**src/hw/rtl/scs_pkg.sv**
```systemverilog
// ---------------------------------------------------------------------------
// scs_pkg
// shared types and fixed port widths of the sparse coordinate store
// ---------------------------------------------------------------------------
package scs_pkg;

  localparam int unsigned OpW    = 2;
  localparam int unsigned IndexW = 10;
  localparam int unsigned WordW  = 32;
  localparam int unsigned CountW = 7;

  typedef enum logic [OpW-1:0] {
    OP_ASSIGN = 2'd0,
    OP_GET    = 2'd1,
    OP_ROW    = 2'd2,
    OP_MAX    = 2'd3
  } scs_op_e;

  typedef logic [IndexW-1:0] scs_index_t;

endpackage

```
**src/hw/rtl/scs_in_if.sv**
```systemverilog
// ---------------------------------------------------------------------------
// scs_in_if
// request channel: one operation word per handshake
// ---------------------------------------------------------------------------
interface scs_in_if;
  import scs_pkg::*;

  logic                     valid;
  logic                     ready;
  scs_op_e                  op;
  scs_index_t               row_index;
  scs_index_t               col_index;
  logic signed [WordW-1:0]  new_value;

  modport source (output valid, output op, output row_index, output col_index,
                  output new_value, input ready);
  modport sink   (input valid, input op, input row_index, input col_index,
                  input new_value, output ready);
endinterface

```
**src/hw/rtl/scs_out_if.sv**
```systemverilog
// ---------------------------------------------------------------------------
// scs_out_if
// result channel: one result word per handshake
// ---------------------------------------------------------------------------
interface scs_out_if;
  import scs_pkg::*;

  logic                     valid;
  logic                     ready;
  logic signed [WordW-1:0]  read_value;
  logic                     has_value;
  logic                     last;
  logic                     table_full;
  logic [CountW-1:0]        entry_count;

  modport source (output valid, output read_value, output has_value, output last,
                  output table_full, output entry_count, input ready);
  modport sink   (input valid, input read_value, input has_value, input last,
                  input table_full, input entry_count, output ready);
endinterface

```
**src/hw/rtl/scs_entry_mem.sv**
```systemverilog
// ---------------------------------------------------------------------------
// scs_entry_mem
// entry table: one write port, one read port, registered read data
// ---------------------------------------------------------------------------
module scs_entry_mem #(
  parameter int unsigned Depth = 64,
  parameter int unsigned Width = 52,
  parameter int unsigned AddrW = 6
) (
  input  logic             clk_i,
  input  logic             we_i,
  input  logic [AddrW-1:0] waddr_i,
  input  logic [Width-1:0] wdata_i,
  input  logic             re_i,
  input  logic [AddrW-1:0] raddr_i,
  output logic [Width-1:0] rdata_o
);

  logic [Width-1:0] mem_q [Depth];
  logic [Width-1:0] rdata_q;

  always_ff @(posedge clk_i) begin
    if (we_i) begin
      mem_q[waddr_i] <= wdata_i;
    end
  end

  always_ff @(posedge clk_i) begin
    if (re_i) begin
      rdata_q <= mem_q[raddr_i];
    end
  end

  assign rdata_o = rdata_q;

endmodule

```
**src/hw/rtl/scs_ctrl.sv**
```systemverilog
// ---------------------------------------------------------------------------
// scs_ctrl
// operation sequencer: table scan, in-place update, append, removal shift,
// row streaming, maximum search and the result register
// ---------------------------------------------------------------------------
module scs_ctrl #(
  parameter int unsigned Capacity  = 64,
  parameter int unsigned DimBits   = 10,
  parameter int unsigned ValueBits = 32,
  parameter int unsigned CntW      = 7,
  parameter int unsigned IdxW      = 6,
  parameter int unsigned EntW      = 52
) (
  input  logic            clk_i,
  input  logic            rst_ni,
  scs_in_if.sink          in_i,
  scs_out_if.source       out_o,
  output logic            mem_we_o,
  output logic [IdxW-1:0] mem_waddr_o,
  output logic [EntW-1:0] mem_wdata_o,
  output logic            mem_re_o,
  output logic [IdxW-1:0] mem_raddr_o,
  input  logic [EntW-1:0] mem_rdata_i
);
  import scs_pkg::*;

  typedef enum logic [2:0] {
    S_IDLE  = 3'b001,
    S_SCAN  = 3'b010,
    S_SHIFT = 3'b100
  } state_e;

  state_e                       state_q, state_d;
  scs_op_e                      op_q;
  logic [DimBits-1:0]           row_q, col_q;
  logic signed [ValueBits-1:0]  nv_q;
  logic [CntW-1:0]              count_q, count_d;
  logic [CntW-1:0]              rd_idx_q, rd_idx_d;
  logic                         dv_q, dv_d;
  logic [IdxW-1:0]              ex_idx_q, ex_idx_d;
  logic signed [ValueBits-1:0]  pend_q, pend_d;
  logic                         pend_v_q, pend_v_d;
  logic signed [ValueBits-1:0]  best_q, best_d;
  logic                         best_v_q, best_v_d;

  logic                         out_valid_q;
  logic signed [ValueBits-1:0]  out_val_q;
  logic                         out_has_q, out_last_q, out_full_q;
  logic [CntW-1:0]              out_cnt_q;

  logic [DimBits-1:0]           e_row, e_col;
  logic signed [ValueBits-1:0]  e_val;
  logic                         hit, row_hit, scan_end, can_load, accept;
  logic                         stall, leave;
  logic                         push, push_has, push_last, push_full;
  logic signed [ValueBits-1:0]  push_val;

  assign e_row = mem_rdata_i[EntW-1 -: DimBits];
  assign e_col = mem_rdata_i[ValueBits+DimBits-1 -: DimBits];
  assign e_val = mem_rdata_i[ValueBits-1:0];

  assign hit      = dv_q && (e_row == row_q) && (e_col == col_q);
  assign row_hit  = dv_q && (e_row == row_q);
  assign scan_end = !dv_q && (rd_idx_q >= count_q);
  assign can_load = !out_valid_q || out_o.ready;
  assign in_i.ready = (state_q == S_IDLE);
  assign accept   = in_i.valid && in_i.ready;

  always_comb begin
    state_d     = state_q;
    count_d     = count_q;
    rd_idx_d    = rd_idx_q;
    dv_d        = dv_q;
    ex_idx_d    = ex_idx_q;
    pend_d      = pend_q;
    pend_v_d    = pend_v_q;
    best_d      = best_q;
    best_v_d    = best_v_q;
    mem_we_o    = 1'b0;
    mem_waddr_o = '0;
    mem_wdata_o = '0;
    mem_re_o    = 1'b0;
    mem_raddr_o = rd_idx_q[IdxW-1:0];
    push        = 1'b0;
    push_val    = '0;
    push_has    = 1'b0;
    push_last   = 1'b0;
    push_full   = 1'b0;
    stall       = 1'b0;
    leave       = 1'b0;

    unique case (state_q)
      S_IDLE: begin
        if (accept) begin
          state_d  = S_SCAN;
          rd_idx_d = '0;
          dv_d     = 1'b0;
          pend_v_d = 1'b0;
          best_v_d = 1'b0;
        end
      end

      S_SCAN: begin
        if (scan_end) begin
          leave = 1'b1;
          if (can_load) begin
            state_d   = S_IDLE;
            push      = 1'b1;
            push_last = 1'b1;
            unique case (op_q)
              OP_ASSIGN: begin
                if (nv_q != '0) begin
                  if (count_q < CntW'(Capacity)) begin
                    mem_we_o    = 1'b1;
                    mem_waddr_o = count_q[IdxW-1:0];
                    mem_wdata_o = {row_q, col_q, nv_q};
                    count_d     = count_q + CntW'(1);
                  end else begin
                    push_full = 1'b1;
                  end
                end
              end
              OP_GET: begin
              end
              OP_ROW: begin
                push_val = pend_q;
                push_has = pend_v_q;
              end
              OP_MAX: begin
                push_val = best_q;
                push_has = best_v_q;
              end
              default: begin
              end
            endcase
            if (!push_has) begin
              push_val = '0;
            end
          end
        end else begin
          unique case (op_q)
            OP_ASSIGN: begin
              if (hit) begin
                leave = 1'b1;
                if (nv_q == '0) begin
                  state_d  = S_SHIFT;
                  rd_idx_d = CntW'(ex_idx_q) + CntW'(1);
                  dv_d     = 1'b0;
                end else if (can_load) begin
                  mem_we_o    = 1'b1;
                  mem_waddr_o = ex_idx_q;
                  mem_wdata_o = {row_q, col_q, nv_q};
                  push        = 1'b1;
                  push_last   = 1'b1;
                  state_d     = S_IDLE;
                end else begin
                  stall = 1'b1;
                end
              end
            end
            OP_GET: begin
              if (hit) begin
                leave = 1'b1;
                if (can_load) begin
                  push      = 1'b1;
                  push_val  = e_val;
                  push_has  = 1'b1;
                  push_last = 1'b1;
                  state_d   = S_IDLE;
                end else begin
                  stall = 1'b1;
                end
              end
            end
            OP_ROW: begin
              if (row_hit) begin
                if (pend_v_q) begin
                  if (can_load) begin
                    push     = 1'b1;
                    push_val = pend_q;
                    push_has = 1'b1;
                  end else begin
                    stall = 1'b1;
                  end
                end
                if (!stall) begin
                  pend_d   = e_val;
                  pend_v_d = 1'b1;
                end
              end
            end
            OP_MAX: begin
              if (dv_q && (!best_v_q || (e_val > best_q))) begin
                best_d   = e_val;
                best_v_d = 1'b1;
              end
            end
            default: begin
            end
          endcase
        end

        if (!leave && !stall) begin
          if (rd_idx_q < count_q) begin
            mem_re_o = 1'b1;
            rd_idx_d = rd_idx_q + CntW'(1);
            dv_d     = 1'b1;
            ex_idx_d = rd_idx_q[IdxW-1:0];
          end else begin
            dv_d = 1'b0;
          end
        end
      end

      S_SHIFT: begin
        if (dv_q) begin
          mem_we_o    = 1'b1;
          mem_waddr_o = ex_idx_q - IdxW'(1);
          mem_wdata_o = mem_rdata_i;
        end
        if (scan_end) begin
          if (can_load) begin
            count_d   = count_q - CntW'(1);
            push      = 1'b1;
            push_last = 1'b1;
            state_d   = S_IDLE;
          end
        end else if (rd_idx_q < count_q) begin
          mem_re_o = 1'b1;
          rd_idx_d = rd_idx_q + CntW'(1);
          dv_d     = 1'b1;
          ex_idx_d = rd_idx_q[IdxW-1:0];
        end else begin
          dv_d = 1'b0;
        end
      end

      default: begin
        state_d = S_IDLE;
      end
    endcase
  end

  always_ff @(posedge clk_i or negedge rst_ni) begin
    if (!rst_ni) begin
      state_q     <= S_IDLE;
      count_q     <= '0;
      rd_idx_q    <= '0;
      dv_q        <= 1'b0;
      pend_v_q    <= 1'b0;
      best_v_q    <= 1'b0;
      out_valid_q <= 1'b0;
    end else begin
      state_q  <= state_d;
      count_q  <= count_d;
      rd_idx_q <= rd_idx_d;
      dv_q     <= dv_d;
      pend_v_q <= pend_v_d;
      best_v_q <= best_v_d;
      if (push) begin
        out_valid_q <= 1'b1;
      end else if (out_o.ready) begin
        out_valid_q <= 1'b0;
      end
    end
  end

  always_ff @(posedge clk_i) begin
    ex_idx_q <= ex_idx_d;
    pend_q   <= pend_d;
    best_q   <= best_d;
    if (accept) begin
      op_q  <= in_i.op;
      row_q <= DimBits'(in_i.row_index);
      col_q <= DimBits'(in_i.col_index);
      nv_q  <= ValueBits'(in_i.new_value);
    end
    if (push) begin
      out_val_q  <= push_val;
      out_has_q  <= push_has;
      out_last_q <= push_last;
      out_full_q <= push_full;
      out_cnt_q  <= count_d;
    end
  end

  assign out_o.valid       = out_valid_q;
  assign out_o.read_value  = WordW'(out_val_q);
  assign out_o.has_value   = out_has_q;
  assign out_o.last        = out_last_q;
  assign out_o.table_full  = out_full_q;
  assign out_o.entry_count = CountW'(out_cnt_q);

endmodule

```
**src/hw/rtl/sparse_coordinate_store.sv**
```systemverilog
// ---------------------------------------------------------------------------
// sparse_coordinate_store
// coordinate-list sparse matrix store with assign, get, get_row and get_max
//
// in_i carries one operation word (op, row_index, col_index, new_value),
// out_o returns result words; every operation ends with a word marked last.
// assign gives one word (table_full set when an append finds no room), get
// gives one word, get_row one word per stored element of the row in storage
// order (one empty word for an empty row), get_max one word.
// entries live in a single-port-read, single-port-write table read one entry
// per cycle unless the scan waits on the output register; get and update stop
// at the first hit, and a removal then shifts later entries down by one place.
// in_i is ready again from the edge that loads the final word, so the next
// word is accepted while that result still sits in the output register.
// when out_o stalls, every operation holds at its next word until the output
// register is free.
// reset empties the table at once: the entry count goes to zero and no
// clearing pass is needed.
// ---------------------------------------------------------------------------
module sparse_coordinate_store #(
  parameter int unsigned CAPACITY   = 64,
  parameter int unsigned DIM_BITS   = 10,
  parameter int unsigned VALUE_BITS = 32
) (
  input  logic       clk_i,
  input  logic       rst_ni,
  scs_in_if.sink     in_i,
  scs_out_if.source  out_o
);
  import scs_pkg::*;

  localparam int unsigned CntW = $clog2(CAPACITY + 1);
  localparam int unsigned IdxW = (CAPACITY > 1) ? $clog2(CAPACITY) : 1;
  localparam int unsigned EntW = 2 * DIM_BITS + VALUE_BITS;

  logic            mem_we, mem_re;
  logic [IdxW-1:0] mem_waddr, mem_raddr;
  logic [EntW-1:0] mem_wdata, mem_rdata;

  scs_ctrl #(
    .Capacity  (CAPACITY),
    .DimBits   (DIM_BITS),
    .ValueBits (VALUE_BITS),
    .CntW      (CntW),
    .IdxW      (IdxW),
    .EntW      (EntW)
  ) u_ctrl (
    .clk_i       (clk_i),
    .rst_ni      (rst_ni),
    .in_i        (in_i),
    .out_o       (out_o),
    .mem_we_o    (mem_we),
    .mem_waddr_o (mem_waddr),
    .mem_wdata_o (mem_wdata),
    .mem_re_o    (mem_re),
    .mem_raddr_o (mem_raddr),
    .mem_rdata_i (mem_rdata)
  );

  scs_entry_mem #(
    .Depth (CAPACITY),
    .Width (EntW),
    .AddrW (IdxW)
  ) u_mem (
    .clk_i   (clk_i),
    .we_i    (mem_we),
    .waddr_i (mem_waddr),
    .wdata_i (mem_wdata),
    .re_i    (mem_re),
    .raddr_i (mem_raddr),
    .rdata_o (mem_rdata)
  );

endmodule
```
**src/flat_wrapper.sv**
```systemverilog
// flat-port wrapper written by rule: the top's interface ports become plain ports
module sparse_coordinate_store_flat import scs_pkg::*;
#(
  parameter int unsigned CAPACITY   = 64,
  parameter int unsigned DIM_BITS   = 10,
  parameter int unsigned VALUE_BITS = 32
)
  (clk_i, rst_ni, in_i_valid, in_i_op, in_i_row_index, in_i_col_index, in_i_new_value, in_i_ready, out_o_valid, out_o_read_value, out_o_has_value, out_o_last, out_o_table_full, out_o_entry_count, out_o_ready);
  scs_in_if in_i_i ();
  scs_out_if out_o_i ();
  input  logic clk_i;
  input  logic rst_ni;
  input wire logic [$bits(in_i_i.valid)-1:0] in_i_valid;
  input wire logic [$bits(in_i_i.op)-1:0] in_i_op;
  input wire logic [$bits(in_i_i.row_index)-1:0] in_i_row_index;
  input wire logic [$bits(in_i_i.col_index)-1:0] in_i_col_index;
  input wire logic [$bits(in_i_i.new_value)-1:0] in_i_new_value;
  output wire logic [$bits(in_i_i.ready)-1:0] in_i_ready;
  output wire logic [$bits(out_o_i.valid)-1:0] out_o_valid;
  output wire logic [$bits(out_o_i.read_value)-1:0] out_o_read_value;
  output wire logic [$bits(out_o_i.has_value)-1:0] out_o_has_value;
  output wire logic [$bits(out_o_i.last)-1:0] out_o_last;
  output wire logic [$bits(out_o_i.table_full)-1:0] out_o_table_full;
  output wire logic [$bits(out_o_i.entry_count)-1:0] out_o_entry_count;
  input wire logic [$bits(out_o_i.ready)-1:0] out_o_ready;
  assign in_i_i.valid = in_i_valid;
  assign in_i_i.op = in_i_op;
  assign in_i_i.row_index = in_i_row_index;
  assign in_i_i.col_index = in_i_col_index;
  assign in_i_i.new_value = in_i_new_value;
  assign in_i_ready = in_i_i.ready;
  assign out_o_valid = out_o_i.valid;
  assign out_o_read_value = out_o_i.read_value;
  assign out_o_has_value = out_o_i.has_value;
  assign out_o_last = out_o_i.last;
  assign out_o_table_full = out_o_i.table_full;
  assign out_o_entry_count = out_o_i.entry_count;
  assign out_o_i.ready = out_o_ready;
  sparse_coordinate_store #(.CAPACITY(CAPACITY), .DIM_BITS(DIM_BITS), .VALUE_BITS(VALUE_BITS)) u_core (.clk_i(clk_i), .rst_ni(rst_ni), .in_i(in_i_i), .out_o(out_o_i));
endmodule
```
**config.mk**
```make
export PLATFORM = sky130hd
export DESIGN_NAME = sparse_coordinate_store_flat
export DESIGN_NICKNAME = d
export VERILOG_FILES = /design/src/hw/rtl/scs_pkg.sv /design/src/hw/rtl/scs_in_if.sv /design/src/hw/rtl/scs_out_if.sv /design/src/hw/rtl/scs_entry_mem.sv /design/src/hw/rtl/scs_ctrl.sv /design/src/hw/rtl/sparse_coordinate_store.sv /design/src/flat_wrapper.sv
export SDC_FILE = /design/constraint.sdc
export NUM_CORES = 2
export LEC_CHECK = 0
export BUFFER_PORTS_ARGS = -buffer_cell sky130_fd_sc_hd__buf_2
export CELL_PAD_IN_SITES_DETAIL_PLACEMENT = 0
export CELL_PAD_IN_SITES_GLOBAL_PLACEMENT = 1
export CORE_MARGIN = 2
export CORE_UTILIZATION = 40
export CTS_CLUSTER_SIZE = 8
export DETAILED_ROUTE_END_ITERATION = 16
export PLACE_DENSITY_LB_ADDON = 0.2
export SETUP_SLACK_MARGIN = 0.05
export SYNTH_ARGS = -nofsm -noshare
export SYNTH_HDL_FRONTEND = slang
export SYNTH_SLANG_ARGS = --single-unit
```
**constraint.sdc**
```tcl
create_clock -name clk_i -period 8.7 [get_ports clk_i]
set_input_delay 2.61 -clock clk_i [delete_from_list [all_inputs] [get_ports clk_i]]
set_output_delay 2.61 -clock clk_i [all_outputs]
set_load 0.05 [all_outputs]
```
==> impl_metrics.ini <==
[setup_path]
cp-end-kind = flop
worstPathCellList = buf_2 > nor2b_1 > buf_4 > or3_1 > nor4_2 > a221o_1 > nand3_1 > nor4_4 > buf_4
cp_slowest_cell = nor4_4
cp_max_fo = 17
timing.critical_path.buf_inv = 3
crit_arrival_ns = 6.68
path_delay_family = simple AND/OR/NAND/NOR gates
start_kind = input pin
crit_path_frequent_cell = buf_4
crit_type = in -> reg
required_ns = 9.28
slowest_delay_ns = 1.27
r2r_setup_slack_ns = 2.68

[global_routing]
grt_max_degree = 127
grt_pass1_vias = 66000
grt_pass1_wl_mm = 524
antenna_found_initial = 42
grt_use_total_pct = 21.5
overflow = 0

[die]
ios = 102
die_h_um = 590
fp.dieW_um = 590
die_area_mm2 = 0.348
initial_utilization_pct = 40.1
core_area_mm2 = 0.342
rows = 215

[timing]
post-route-period-util_pct = 70.1
final_max_slew_viol_count = 0
max_slew_margin_pct = 14.7
tightest_slew_ns = 1.27
grt_setup_unrepaired = no
setup_viol = 0
setup_slack_ns = 2.60
whs_ns = 0.516
clock_skew_ns = 0.0682
finalHoldViolations = 0
fmaxAchievable_mhz = 164
post-route-min-period_ns = 6.10

[finish]
stdcell_count = 10800
area_growth_pct = 15.1
stdcell_area_mm2 = 0.158
drive_gt1_share_pct = 33.1
nets = 6268

[place]
dp_slack_ns = 1.77
place_inst = 10200
port_buffers = 101
place.gp.congestion = 0.803
dpl.hpwl_mm = 202
placed_cell_area_mm2 = 0.145

[synthesis]
synth_cell_types = 72
async_flop_share_pct = 0.589
synthesis.nets = 5762
ys_ff_latch = 3567
synth-edff-count = 3546
yosys_warnings = 0
synth_seq_area_share_pct = 77.9
syn_area_mm2 = 0.137
syn_avg_cell_area_um2 = 24.3
syn_inst = 5655
ys.flop_type = edfxtp_1

[cts]
cts_buffers = 485
cts_tree = yes
clockBufferDepth = 4
cts_resized = 0
path_clk_slew_ns = 0.05
clock_latency_ns = 0.98
cts_setup_buffers = 0
cts-hold-fix-buffers = 0
root_buffer = clkbuf_16
h-tree-depth = 5
cts_sinks = 3567

[detailed_routing]
routed_wl_mm = 375
route.antenna.remaining_nets = 0
drt-wirelength-per-cell_um = 34.8
dr.pass1.iters = 5
drt_drc_violations_left = 0
drtIter0Drc = 7394
via_per_inst = 5.94
vias = 64000

[power_and_ir_drop]
pwr-share-clk_pct = 42.1
combPwrFrac_pct = 9.3
powerDensity_mw_per_mm2 = 249
power_w = 0.0393
switchingPower_w = 0.00914
power_frac_seq_pct = 48.5
vdd_drop_max_uv = 269
p_sw_share_pct = 23.2
p_leak_nw = 38.8
p_int_w = 0.0302

[hold_path]
hold_class = reg -> reg

[outcome]
outcome = complete, no violations

[run]
maxCapViolCount = 0
[flip-flops by register name, summed over array words and instances, names as in the netlist]
signal                           cells
u_core.u_ctrl.best_q                32
u_core.u_ctrl.out_o.entry_count      7
u_core.u_mem.rdata_o                52
u_core.u_ctrl.out_o.read_value      32
u_core.u_mem.mem_q                3328
u_core.u_ctrl.state_q                3
u_core.u_ctrl.out_o.last             1
u_core.u_ctrl.nv_q                  32
u_core.u_ctrl.pend_q                32
u_core.u_ctrl.rd_idx_q               7
u_core.u_ctrl.out_o.table_full       1
u_core.u_ctrl.out_o.has_value        1
u_core.u_ctrl.ex_idx_q               6
u_core.u_ctrl.count_q                7
u_core.u_ctrl.row_q                 10
u_core.u_ctrl.best_v_q               1
u_core.u_ctrl.pend_v_q               1
u_core.u_ctrl.col_q                 10
u_core.u_ctrl.op_q                   2
u_core.u_ctrl.dv_q                   1
u_core.u_ctrl.out_o.valid            1
[logic make-up after synthesis]
| logic type | count (synthesis) | share of synthesized area (%) |
|---|---|---|
| XOR/XNOR | 28 | 0.178 |
| adder cells (fa/ha/maj) | 49 | 0.446 |
| buffers and inverters | 362 | 1.03 |
| multiplexers | 1093 | 17.9 |
| flip-flops | 3567 | 77.9 |
| AO/OA/AOI/OAI | 255 | 1.41 |
| AND/OR/NAND/NOR | 301 | 1.18 |
[metal layers]
layer / vias to the layer above / routed length [um] / global-route usage [%]
met5: - / 0 / 0
met4: 0 / 7060 / 4.39
met3: 429 / 28000 / 4.27
met2: 2414 / 180000 / 34.3
met1: 35700 / 160000 / 30.8
li1: 25500 / - / -
[layout make-up]
type	instances	area, um2
well taps	4557	5700
diodes	2	5.00
fillers	27900	184000
multi-input cells	1726	29700
flip-flops and latches	3567	107000
inverters	52	195
clock inverters	25	457
repair buffers	329	2670
clock buffers	522	12400
[placed cells by master (no fill, tap or decap), types with 12 or more instances in the layout]
| cell type | n |
|---|---|
| a21oi_1 | 62 |
| a22o_1 | 103 |
| a22o_2 | 14 |
| buf_12 | 36 |
| buf_2 | 101 |
| buf_4 | 192 |
| clkbuf_1 | 32 |
| clkbuf_16 | 489 |
| dfrtp_1 | 14 |
| edfxtp_1 | 3546 |
| ha_1 | 48 |
| inv_1 | 52 |
| mux4_2 | 1092 |
| nand2_1 | 98 |
| nand3_1 | 18 |
| nand4_1 | 16 |
| nor2_1 | 16 |
| nor3_1 | 12 |
| nor3_2 | 19 |
| nor4_1 | 13 |
| nor4_2 | 14 |
| nor4_4 | 28 |
| o21ai_0 | 13 |
| xnor2_1 | 26 |
[power by group through the flow]
stage / Sequential, W / Clock (W) / Combinational, W
floorplan: 0.0192 / 0 / 0.00285
global placement: 0.0194 / 0 / 0.00380
detailed placement: 0.0194 / 0 / 0.00380
CTS: 0.0191 / 0.0169 / 0.00380
global route: 0.0191 / 0.0176 / 0.00397
finish: 0.0191 / 0.0166 / 0.00367
[stage by stage]
stage,setup TNS (ns),utilization (%)
global placement,0,42.4
floorplan,-674.31,-
finish,0,46.2
global route,0,46.2
CTS,0,46.2
detailed placement,0,42.4
[cell usage after synthesis (16+ instances only)]
| cell type | count | area share (%) |
|---|---|---|
| inv_1 | 52 | 0.14 |
| a22o_1 | 116 | 0.74 |
| ha_1 | 49 | 0.45 |
| edfxtp_1 | 3546 | 77 |
| mux4_2 | 1092 | 18 |
| nor2_1 | 20 | 0.055 |
| clkbuf_1 | 233 | 0.64 |
| nand4_1 | 16 | 0.073 |
| xnor2_1 | 26 | 0.17 |
| a21oi_1 | 62 | 0.23 |
| dfrtp_1 | 20 | 0.36 |
| buf_2 | 23 | 0.084 |
| nor4_1 | 52 | 0.24 |
| nand2_1 | 101 | 0.28 |
| nand3_1 | 18 | 0.066 |
| buf_1 | 50 | 0.14 |
| nor3_1 | 31 | 0.11 |
[final timing paths]
path,from,endpoint,depth (start not counted)
max reg2reg,u_core.u_ctrl.rd_idx_q[0]$_DFFE_PN0P_,u_core.u_mem.mem_q[3][22]$_DFFE_PP_,10
min,u_core.u_ctrl.pend_v_q$_DFFE_PN0P_,u_core.u_ctrl.pend_v_q$_DFFE_PN0P_,1
min in group asynchronous,rst_ni,u_core.u_ctrl.count_q[0]$_DFF_PN0_,1
max in group asynchronous,rst_ni,u_core.u_ctrl.rd_idx_q[0]$_DFFE_PN0P_,1
min reg2reg,u_core.u_ctrl.pend_v_q$_DFFE_PN0P_,u_core.u_ctrl.pend_v_q$_DFFE_PN0P_,1
max,out_o_ready,u_core.u_mem.mem_q[3][22]$_DFFE_PP_,9
Power figures use the tool's default switching activity.
